File: src/sv/tfp_pkg.sv
// shared types, codes and helpers for the two-channel fast pwm timer
package tfp_pkg;

    localparam int COUNTER_WIDTH_DEF = 16;
    localparam int VALUE_W           = 16;
    localparam int PRESCALE_W        = 10;
    localparam int PWM10_TOP         = 1023;

    localparam int S_TDATA_W = 24;
    localparam int M_TDATA_W = 24;

    typedef enum logic [2:0] {
        OP_TICK      = 3'd0,
        OP_WR_CMP_A  = 3'd1,
        OP_WR_CMP_B  = 3'd2,
        OP_WR_COUNT  = 3'd3,
        OP_CLR_FLAGS = 3'd4
    } t_op;

    localparam logic [1:0] MODE_NORMAL    = 2'd0;
    localparam logic [1:0] MODE_PWM_10BIT = 2'd1;
    localparam logic [1:0] MODE_PWM_TOP   = 2'd2;

    localparam logic [1:0] CFG_TIMER_MODE     = 2'd0;
    localparam logic [1:0] CFG_CLOCK_SELECT   = 2'd1;
    localparam logic [1:0] CFG_TOP_VALUE      = 2'd2;
    localparam logic [1:0] CFG_CHANNEL_ENABLE = 2'd3;

    localparam logic [2:0] CLK_DIV1    = 3'd1;
    localparam logic [2:0] CLK_DIV8    = 3'd2;
    localparam logic [2:0] CLK_DIV64   = 3'd3;
    localparam logic [2:0] CLK_DIV256  = 3'd4;
    localparam logic [2:0] CLK_DIV1024 = 3'd5;

    localparam int FLAG_A   = 0;
    localparam int FLAG_B   = 1;
    localparam int FLAG_OVF = 2;

    typedef struct packed {
        logic advance;
        logic wr_cmp_a;
        logic wr_cmp_b;
        logic wr_count;
        logic clr_flags;
    } t_ctrl;

    typedef struct packed {
        logic                 flag_overflow;
        logic                 flag_match_b;
        logic                 flag_match_a;
        logic                 pwm_out_b;
        logic                 pwm_out_a;
        logic [VALUE_W-1:0]   counter_now;
    } t_result;

    // zero means the prescaler is stopped
    function automatic logic [PRESCALE_W:0] divisor_of(input logic [2:0] sel);
        logic [PRESCALE_W:0] div;
        case (sel)
            CLK_DIV1:    div = 11'd1;
            CLK_DIV8:    div = 11'd8;
            CLK_DIV64:   div = 11'd64;
            CLK_DIV256:  div = 11'd256;
            CLK_DIV1024: div = 11'd1024;
            default:     div = 11'd0;
        endcase
        return div;
    endfunction

endpackage

File: src/sv/timer_fast_pwm_two_channel.sv
// top level of the two-channel fast pwm timer: stream ports, config, pipeline registers
// Each transfer (a tick or a register write) is held in an input register until the output side
// is free; then the prescaler and counter logic update the timer state and load the result register
// from it; one result follows every transfer. A new transfer is taken every cycle while
// the output side accepts; while a result waits on the output, one more transfer is taken
// into the input register and then the input stalls until the result leaves. Configuration
// writes take effect at once and should be done while no transfer is in flight.
module timer_fast_pwm_two_channel
    import tfp_pkg::*;
#(
    parameter int COUNTER_WIDTH = COUNTER_WIDTH_DEF
) (
    input  logic                 i_clk,
    input  logic                 i_rst_n,
    input  logic                 s_axis_tvalid,
    output logic                 s_axis_tready,
    // [2:0] operation, [18:3] value, [23:19] zero
    input  logic [S_TDATA_W-1:0] s_axis_tdata,
    output logic                 m_axis_tvalid,
    input  logic                 m_axis_tready,
    // [15:0] counter_now, [16] pwm_out_a, [17] pwm_out_b, [18] flag_match_a,
    // [19] flag_match_b, [20] flag_overflow, [23:21] zero
    output logic [M_TDATA_W-1:0] m_axis_tdata,
    input  logic                 i_cfg_wr_en,
    input  logic [1:0]           i_cfg_index,
    input  logic [15:0]          i_cfg_data
);

    logic [1:0]         r_timer_mode;
    logic [2:0]         r_clock_select;
    logic [VALUE_W-1:0] r_top_value;
    logic [1:0]         r_channel_enable;

    logic               r_in_valid;
    logic [2:0]         r_op;
    logic [VALUE_W-1:0] r_value;
    logic               r_out_valid;
    t_result            r_result;

    logic    out_free;
    logic    proc;
    logic    advance;
    t_ctrl   ctrl;
    t_result result;

    assign out_free      = !r_out_valid || m_axis_tready;
    assign proc          = r_in_valid && out_free;
    assign s_axis_tready = !r_in_valid || out_free;

    always_comb begin
        ctrl.advance   = advance;
        ctrl.wr_cmp_a  = proc && (r_op == OP_WR_CMP_A);
        ctrl.wr_cmp_b  = proc && (r_op == OP_WR_CMP_B);
        ctrl.wr_count  = proc && (r_op == OP_WR_COUNT);
        ctrl.clr_flags = proc && (r_op == OP_CLR_FLAGS);
    end

    tfp_prescaler u_prescaler (
        .i_clk          (i_clk),
        .i_rst_n        (i_rst_n),
        .i_tick         (proc && (r_op == OP_TICK)),
        .i_clock_select (r_clock_select),
        .o_advance      (advance)
    );

    tfp_core #(
        .CW (COUNTER_WIDTH)
    ) u_core (
        .i_clk            (i_clk),
        .i_rst_n          (i_rst_n),
        .i_ctrl           (ctrl),
        .i_value          (r_value),
        .i_timer_mode     (r_timer_mode),
        .i_top_value      (r_top_value),
        .i_channel_enable (r_channel_enable),
        .o_result         (result)
    );

    always_ff @(posedge i_clk) begin
        if (!i_rst_n) begin
            r_timer_mode     <= '0;
            r_clock_select   <= '0;
            r_top_value      <= '0;
            r_channel_enable <= '0;
        end else if (i_cfg_wr_en) begin
            unique case (i_cfg_index)
                CFG_TIMER_MODE:     r_timer_mode     <= i_cfg_data[1:0];
                CFG_CLOCK_SELECT:   r_clock_select   <= i_cfg_data[2:0];
                CFG_TOP_VALUE:      r_top_value      <= i_cfg_data;
                CFG_CHANNEL_ENABLE: r_channel_enable <= i_cfg_data[1:0];
                default:            r_timer_mode     <= r_timer_mode;
            endcase
        end
    end

    always_ff @(posedge i_clk) begin
        if (!i_rst_n) begin
            r_in_valid  <= 1'b0;
            r_out_valid <= 1'b0;
        end else begin
            if (s_axis_tready) begin
                r_in_valid <= s_axis_tvalid;
            end
            if (out_free) begin
                r_out_valid <= r_in_valid;
            end
        end
    end

    always_ff @(posedge i_clk) begin
        if (s_axis_tvalid && s_axis_tready) begin
            r_op    <= s_axis_tdata[2:0];
            r_value <= s_axis_tdata[18:3];
        end
        if (proc) begin
            r_result <= result;
        end
    end

    assign m_axis_tvalid = r_out_valid;
    assign m_axis_tdata  = {{(M_TDATA_W - $bits(t_result)){1'b0}}, r_result};

    // the input side is blocked only while an item is held and the output is stalled
    a_ready_blocked: assert property (@(posedge i_clk) disable iff (!i_rst_n)
        !s_axis_tready |-> (r_in_valid && r_out_valid && !m_axis_tready))
        else $error("input stalled without a held item and a stalled result");

    // a counter write shows up as the reported count
    a_count_write: assert property (@(posedge i_clk) disable iff (!i_rst_n)
        (proc && (r_op == OP_WR_COUNT)) |=>
        (m_axis_tdata[15:0] == VALUE_W'(COUNTER_WIDTH'($past(r_value)))))
        else $error("counter write not reflected in result");

    // clearing the overflow flag wins over everything else in that item
    a_clear_ovf: assert property (@(posedge i_clk) disable iff (!i_rst_n)
        (proc && (r_op == OP_CLR_FLAGS) && r_value[FLAG_OVF]) |=> !m_axis_tdata[20])
        else $error("overflow flag not cleared");

    // each processed item loads exactly one result
    a_result_loaded: assert property (@(posedge i_clk) disable iff (!i_rst_n)
        proc |=> m_axis_tvalid)
        else $error("processed item produced no result");

endmodule

File: src/sv/tfp_prescaler.sv
// clock prescaler: turns tick transfers into counter advance pulses
module tfp_prescaler
    import tfp_pkg::*;
(
    input  logic       i_clk,
    input  logic       i_rst_n,
    input  logic       i_tick,
    input  logic [2:0] i_clock_select,
    output logic       o_advance
);

    logic [PRESCALE_W-1:0] r_prescale;
    logic [PRESCALE_W-1:0] n_prescale;
    logic [PRESCALE_W:0]   div;
    logic [PRESCALE_W:0]   inc;

    always_comb begin
        div        = divisor_of(i_clock_select);
        inc        = {1'b0, r_prescale} + {{PRESCALE_W{1'b0}}, 1'b1};
        n_prescale = r_prescale;
        o_advance  = 1'b0;
        if (i_tick && (div != '0)) begin
            if (inc >= div) begin
                n_prescale = '0;
                o_advance  = 1'b1;
            end else begin
                n_prescale = inc[PRESCALE_W-1:0];
            end
        end
    end

    always_ff @(posedge i_clk) begin
        if (!i_rst_n) begin
            r_prescale <= '0;
        end else begin
            r_prescale <= n_prescale;
        end
    end

endmodule

File: src/sv/tfp_core.sv
// counter, compare channels, sticky flags and output levels
module tfp_core
    import tfp_pkg::*;
#(
    parameter int CW = COUNTER_WIDTH_DEF
) (
    input  logic               i_clk,
    input  logic               i_rst_n,
    input  t_ctrl              i_ctrl,
    input  logic [VALUE_W-1:0] i_value,
    input  logic [1:0]         i_timer_mode,
    input  logic [VALUE_W-1:0] i_top_value,
    input  logic [1:0]         i_channel_enable,
    output t_result            o_result
);

    logic [CW-1:0] r_count,  n_count;
    logic [CW-1:0] r_cmp_a,  n_cmp_a;
    logic [CW-1:0] r_cmp_b,  n_cmp_b;
    logic [CW-1:0] r_pend_a, n_pend_a;
    logic [CW-1:0] r_pend_b, n_pend_b;
    logic [2:0]    r_flags,  n_flags;
    logic [1:0]    r_levels, n_levels;

    logic          pwm_mode;
    logic [CW-1:0] top;
    logic [CW-1:0] val_cw;
    logic [1:0]    gated;

    always_comb begin
        pwm_mode = (i_timer_mode == MODE_PWM_10BIT) || (i_timer_mode == MODE_PWM_TOP);
        case (i_timer_mode)
            MODE_PWM_10BIT: top = CW'(PWM10_TOP);
            MODE_PWM_TOP:   top = CW'(i_top_value);
            default:        top = '1;
        endcase
        val_cw = CW'(i_value);

        n_count  = r_count;
        n_cmp_a  = r_cmp_a;
        n_cmp_b  = r_cmp_b;
        n_pend_a = r_pend_a;
        n_pend_b = r_pend_b;
        n_flags  = r_flags;
        n_levels = r_levels;

        if (i_ctrl.advance) begin
            if ((r_count == top) || (r_count == '1)) begin
                n_count           = '0;
                n_flags[FLAG_OVF] = 1'b1;
                n_levels          = 2'b11;
                if (pwm_mode) begin
                    n_cmp_a = r_pend_a;
                    n_cmp_b = r_pend_b;
                end
            end else begin
                n_count = r_count + 1'b1;
            end
            if (n_count == n_cmp_a) begin
                n_flags[FLAG_A] = 1'b1;
                n_levels[0]     = 1'b0;
            end
            if (n_count == n_cmp_b) begin
                n_flags[FLAG_B] = 1'b1;
                n_levels[1]     = 1'b0;
            end
        end
        if (i_ctrl.wr_cmp_a) begin
            n_pend_a = val_cw;
            if (!pwm_mode) begin
                n_cmp_a = val_cw;
            end
        end
        if (i_ctrl.wr_cmp_b) begin
            n_pend_b = val_cw;
            if (!pwm_mode) begin
                n_cmp_b = val_cw;
            end
        end
        if (i_ctrl.wr_count) begin
            n_count = val_cw;
        end
        if (i_ctrl.clr_flags) begin
            n_flags = r_flags & ~i_value[2:0];
        end

        gated                  = n_levels & i_channel_enable;
        o_result.counter_now   = VALUE_W'(n_count);
        o_result.pwm_out_a     = gated[0];
        o_result.pwm_out_b     = gated[1];
        o_result.flag_match_a  = n_flags[FLAG_A];
        o_result.flag_match_b  = n_flags[FLAG_B];
        o_result.flag_overflow = n_flags[FLAG_OVF];
    end

    always_ff @(posedge i_clk) begin
        if (!i_rst_n) begin
            r_count  <= '0;
            r_cmp_a  <= '0;
            r_cmp_b  <= '0;
            r_pend_a <= '0;
            r_pend_b <= '0;
            r_flags  <= '0;
            r_levels <= '0;
        end else begin
            r_count  <= n_count;
            r_cmp_a  <= n_cmp_a;
            r_cmp_b  <= n_cmp_b;
            r_pend_a <= n_pend_a;
            r_pend_b <= n_pend_b;
            r_flags  <= n_flags;
            r_levels <= n_levels;
        end
    end

endmodule
File: config.mk
export PLATFORM = sky130hd
export DESIGN_NAME = timer_fast_pwm_two_channel
export DESIGN_NICKNAME = d
export VERILOG_FILES = /design/src/sv/tfp_pkg.sv /design/src/sv/timer_fast_pwm_two_channel.sv /design/src/sv/tfp_prescaler.sv /design/src/sv/tfp_core.sv
export SDC_FILE = /design/constraint.sdc
export NUM_CORES = 1
export LEC_CHECK = 0
export ABC_AREA = 1
export BUFFER_PORTS_ARGS = -buffer_cell sky130_fd_sc_hd__buf_2
export CORE_ASPECT_RATIO = 0.75
export CORE_MARGIN = 2
export CORE_UTILIZATION = 45
export DETAILED_ROUTE_END_ITERATION = 8
export SLEW_MARGIN = 25
export SYNTH_ARGS = -nofsm -noshare
export SYNTH_HDL_FRONTEND = slang
export SYNTH_SLANG_ARGS = --single-unit
File: constraint.sdc
create_clock -name i_clk -period 6.2 [get_ports i_clk]
set_input_delay 1.55 -clock i_clk [delete_from_list [all_inputs] [get_ports i_clk]]
set_output_delay 1.55 -clock i_clk [all_outputs]
set_load 0.02 [all_outputs]
After elaboration in Yosys (flattened, before gate mapping)
Index checks and enable logic that the tools add are counted.
{"block": "op_classes", "n_addsub": 2, "order_cmp": 1, "eq_ne": 18, "mux": 30, "bitwise_logic": 3, "n_reduce_logical": 21}
{"cell": "$mux 16", "n": 16}
{"cell": "$pmux 11 s5", "n": 1}
{"cell": "$eq 16x16->1", "n": 3}
{"cell": "$pmux 16 s2", "n": 1}
{"cell": "$add 16x1->16 const B", "n": 1}
{"cell": "$eq 16x16->1 const B", "n": 1}
{"cell": "$eq 3x2->1 const B", "n": 4}
{"cell": "$add 10x1->11 const B", "n": 1}
{"cell": "$ge 11x11->1", "n": 1}
{"cell": "$reduce_bool 11->1", "n": 1}
{"cell": "$mux 10", "n": 1}
{"cell": "$eq 3x3->1 const B", "n": 3}
{"cell": "$logic_and 1x1->1", "n": 8}
{"cell": "$reduce_and 2->1", "n": 4}
{"cell": "$mux 1", "n": 7}
{"cell": "$eq 2x2->1 const B", "n": 3}
{"cell": "$eq 3x1->1 const B", "n": 2}
{"cell": "$mux 3", "n": 2}
{"cell": "$eq 2x1->1 const B", "n": 2}
{"cell": "$logic_or 1x1->1", "n": 4}
{"cell": "$mux 2", "n": 2}
{"cell": "$and 3x3->3", "n": 1}
{"cell": "$logic_not 3->1", "n": 1}
{"cell": "$not 3->3", "n": 1}
{"cell": "other kinds (3)", "n": 4}
{"block": "totals", "reg_bits": 160}

Longest topological paths before layout
{"block": "depth", "depth_word": 11, "mapped_depth": 24}

Modules after synthesis
From an unflattened synthesis, not the netlist that was laid out.
{"block": "hier_totals", "hier_cells": 1333, "area_unflattened_um2": 9031.2}
{"module": "tfp_core", "instances": 1, "cells_per_inst": 976, "area_each_um2": 5853.1, "seq_area_each_um2": 1701.6}
{"module": "timer_fast_pwm_two_channel", "instances": 1, "cells_per_inst": 219, "area_each_um2": 2337.2, "seq_area_each_um2": 1701.6}
{"module": "tfp_prescaler", "instances": 1, "cells_per_inst": 138, "area_each_um2": 840.8, "seq_area_each_um2": 200.2}

Least setup slack after synthesis
OpenSTA, ideal clock, no wires.
{"block": "synth_path", "kind": "input port to flip-flop", "start": "in m_axis_tready", "end": "reg r_result (netlist bit m_axis_tdata[17]) (data pin)", "t_arrival_ns": 3.304, "required_time_ns": 5.944, "slack_ns": 2.640, "cell_stages": 12, "n_path_buf": 2, "cell_sequence": "inv_1 -> nand2_1 -> nand2_1 -> inv_1 -> and3_1 -> clkbuf_1 -> nand2_4 -> inv_4 -> buf_6 -> nand3_1 -> o21ai_1 -> nor2_1"}
{"item": "from (decl)", "line_no": "timer_fast_pwm_two_channel.sv:20", "rtl": "input logic m_axis_tready,"}
{"item": "to (signal assigned)", "line_no": "timer_fast_pwm_two_channel.sv:116", "rtl": "r_result <= result;"}
{"item": "to (decl)", "line_no": "timer_fast_pwm_two_channel.sv:38", "rtl": "t_result r_result;"}

==> results.json <==
{
  "status": "completed",
  "synth-edff-count": 40,
  "ys_seq_elements": 160,
  "antenna_found_initial": 1,
  "drt_iter0_markers": 850,
  "clock_path_buffers": 2,
  "cp.required_ps": 6400,
  "switchingPower_mw": 0.672,
  "worstPathArrival_ps": 4440,
  "p_comb_share_pct": 8.9,
  "internal-power_mw": 1.79,
  "final_core_util_pct": 51.2,
  "syn_to_final_growth_pct": 11.1,
  "stdcell_area_mm2": 0.00992,
  "synth_ff_type": "dfxtp_1",
  "yosysTopAreaCell": "dfxtp_1",
  "synth_xor_area_share_pct": 1.28,
  "grt_pass1_vias": 7674,
  "power.total_mw": 2.46,
  "initial_core_util_pct": 46.1,
  "ctsResizeCount": 0,
  "cts_tree": "yes",
  "final_cell_mix": "347 x nand2_1, 147 x inv_1, 139 x nand3_1, 120 x dfxtp_1, 94 x a21oi_1",
  "rsz0062_at_grt": "no",
  "fill_cells": 1988,
  "worstHoldStart": "u_core.r_pend_b[6]$_SDFFE_PN0P_",
  "hold_path_depth": 2,
  "grt-ovfl-total": 0,
  "drcViolationCount": 0,
  "sequentialPowerShare_pct": 46.1,
  "layout_setup_ws_ps": 1960,
  "critPathLaunchType": "flip-flop",
  "final_max_slew_viol_count": 0,
  "post-place-cells": 1544,
  "numPortBuffers": 64,
  "synth_mux_area_share_pct": 0,
  "drive_above_1_share_pct": 10.5,
  "grt_max_degree": 68,
  "finalCriticalPeriod_ps": 4240,
  "die_height_um": 126,
  "synth_adder_area_share_pct": 1.26,
  "hpwl_mm": 18.9,
  "antenna-diode-count": 0,
  "layout.nets": 1366,
  "num_vias": 8570,
  "cts_setup_buffers": 0,
  "setup-tns-final_ps": 0,
  "yosysSeqAreaShare_pct": 40.4,
  "r2r_end": "m_axis_tdata[16]$_DFFE_PP_",
  "grt_pass1_wl_mm": 42.5,
  "ff2ff_setup_slack_ps": 1960,
  "r2r-start": "r_timer_mode[0]$_SDFFE_PN0P_",
  "setup.worst_path.class": "reg -> reg",
  "io_pins": 73,
  "startpoint": "r_timer_mode[0]$_SDFFE_PN0P_",
  "yosys-top-cells-area": "dfxtp_1 27%, nand2_1 15%, edfxtp_1 13%",
  "worst_pin_slew_ps": 927,
  "gp_congestion": 0.951,
  "yosysTopAreaCellShare_pct": 26.9,
  "firstDrtPassIters": 6,
  "hold_path.class": "reg -> reg",
  "totalWireLength_mm": 27.1,
  "final_cells": 1576,
  "p_per_area_mw_per_mm2": 248,
  "clk_pin_slew_ps": 70,
  "htree_num_levels": 4,
  "via_per_inst": 5.44,
  "finalSetupViolCount": 0,
  "cts_sinks": 160,
  "clock_skew_ps": 15.3,
  "min_period_over_period_pct": 68.4,
  "ir_worst_vdd_uv": 150,
  "die_area_mm2": 0.0210,
  "final_common_cell": "nand2_1",
  "p_leak_nw": 4.19,
  "synth_top_family_by_area": "simple AND/OR/NAND/NOR gates",
  "ys_warn_count": 0,
  "clock-root-buffer": "clkbuf_16",
  "insertion_delay_ps": 440,
  "placed_cell_area_mm2": 0.00929,
  "syn_avg_cell_area_um2": 6.97,
  "rows": 44,
  "relSlewSlack_pct": 38.0,
  "cap_violations": 0,
  "whs_ps": 450,
  "hold_end": "u_core.r_pend_b[6]$_SDFFE_PN0P_",
  "r2r_cells": 18,
  "core_area_mm2": 0.0194,
  "die_x_um": 167,
  "synth_compound_area_share_pct": 15.8,
  "finalHoldViolCount": 0,
  "ys_async_sr_fraction_pct": 0,
  "switching_share_pct": 27.3,
  "ys_types": 44,
  "preCtsSetupSlack_ps": 1670,
  "crit_fanout": 20,
  "postCtsHoldBufs": 0,
  "drtAntennaViolNets": 0,
  "grt_use_total_pct": 25.9,
  "max_freq_mhz": 236,
  "power_frac_clock_pct": 45.0,
  "synth_cells": 1280,
  "routedWlPerCell_um": 17.2,
  "synth-simple-area-share_pct": 30.7,
  "cts_buffers": 17,
  "endpoint_kind": "flip-flop",
  "synth_area_mm2": 0.00893
}
-- critical path: stages, from the launching register on --
cell and delay [ps]:
dfxtp_1 330, inv_1 60, ha_2 290, nor2_2 540
nand3_1 160, nand2_1 190, nor2_1 50, nand2_1 60
nor2_1 40, nand2_1 370, nand2_1 410, inv_2 410
nand3_1 120, nand2_1 90, nand3_1 90, nor3_1 270
nand3_1 290, nand2_1 190, nor2_1 50
-- cells by family (layout without fill, tap and decap cells) --
family | Yosys count | count (layout)
flops | 160 | 160
xor+xnor | 13 | 13
fa+ha+maj | 9 | 9
buf+inv | 220 | 261
other cells | 1 | 3
compound gates | 246 | 246
simple gates | 631 | 631
-- registers in the layout (all words and copies together), names as in the netlist --
register                cells
m_axis_tdata               21
r_top_value                16
r_value                    16
u_core.r_cmp_a             16
u_core.r_cmp_b             16
u_core.r_count             16
u_core.r_pend_a            16
u_core.r_pend_b            16
u_prescaler.r_prescale     10
r_clock_select              3
r_op                        3
u_core.r_flags              3
r_channel_enable            2
r_timer_mode                2
u_core.r_levels             2
m_axis_tvalid               1
r_in_valid                  1
-- worst max path at each step --
stage	endpoint	slack [ps]	depth (start not counted)
3_5_place_dp	m_axis_tdata[16]$_DFFE_PP_	1670	18
5_1_grt	m_axis_tdata[16]$_DFFE_PP_	1620	18
3_3_place_gp	m_axis_tdata[16]$_DFFE_PP_	1740	18
4_1_cts	m_axis_tdata[16]$_DFFE_PP_	1650	18
2_1_floorplan	m_axis_tdata[17]$_DFFE_PP_	2640	12
6_report	m_axis_tdata[16]$_DFFE_PP_	1960	18
-- layer usage --
layer | routed length (um) | up-vias | track usage (%)
li1 | - | 4293 | -
met1 | 13600 | 3952 | 39.3
met2 | 10900 | 285 | 36.2
met3 | 1990 | 40 | 5.72
met4 | 554 | 0 | 8.22
met5 | 0 | - | 0
-- cells in the mapped netlist, types with 2 or more instances --
library cell and n:
nand3b_1 2, inv_1 147, nand2_2 7, xor2_1 11
nor2_1 90, o211ai_1 18, a32oi_1 20, o21ai_0 89
ha_1 9, nand3_1 140, nand4_1 19, clkbuf_1 34
a22oi_1 9, nor2_2 2, nand2_1 347, nor2_4 2
nand3_2 3, nor3_1 11, a21boi_0 10, inv_2 7
buf_2 11, buf_6 8, buf_4 10, edfxtp_1 40
dfxtp_1 120, a21oi_1 94, xnor2_1 2, o21ai_1 2
-- power by group through the flow --
stage               Sequential [mW]  Clock (mW)  Combinational, mW
CTS                            1.13        1.13              0.216
floorplan                      1.15           0              0.147
global route                   1.14        1.17              0.245
detailed placement             1.16           0              0.215
global placement               1.16           0              0.214
finish                         1.13        1.11              0.218
-- area by class of cell --
type | count | area [um^2] | share of cell area [%]
Clock buffer | 17 | 425 | 4.29
Clock inverter | 15 | 191 | 1.93
Inverter | 156 | 588 | 5.93
Multi-Input combinational cell | 902 | 4410 | 44.4
Sequential cell | 160 | 3600 | 36.3
Tap cell | 253 | 317 | 3.19
Timing Repair Buffer | 73 | 388 | 3.91
Power figures use the tool's default switching activity.
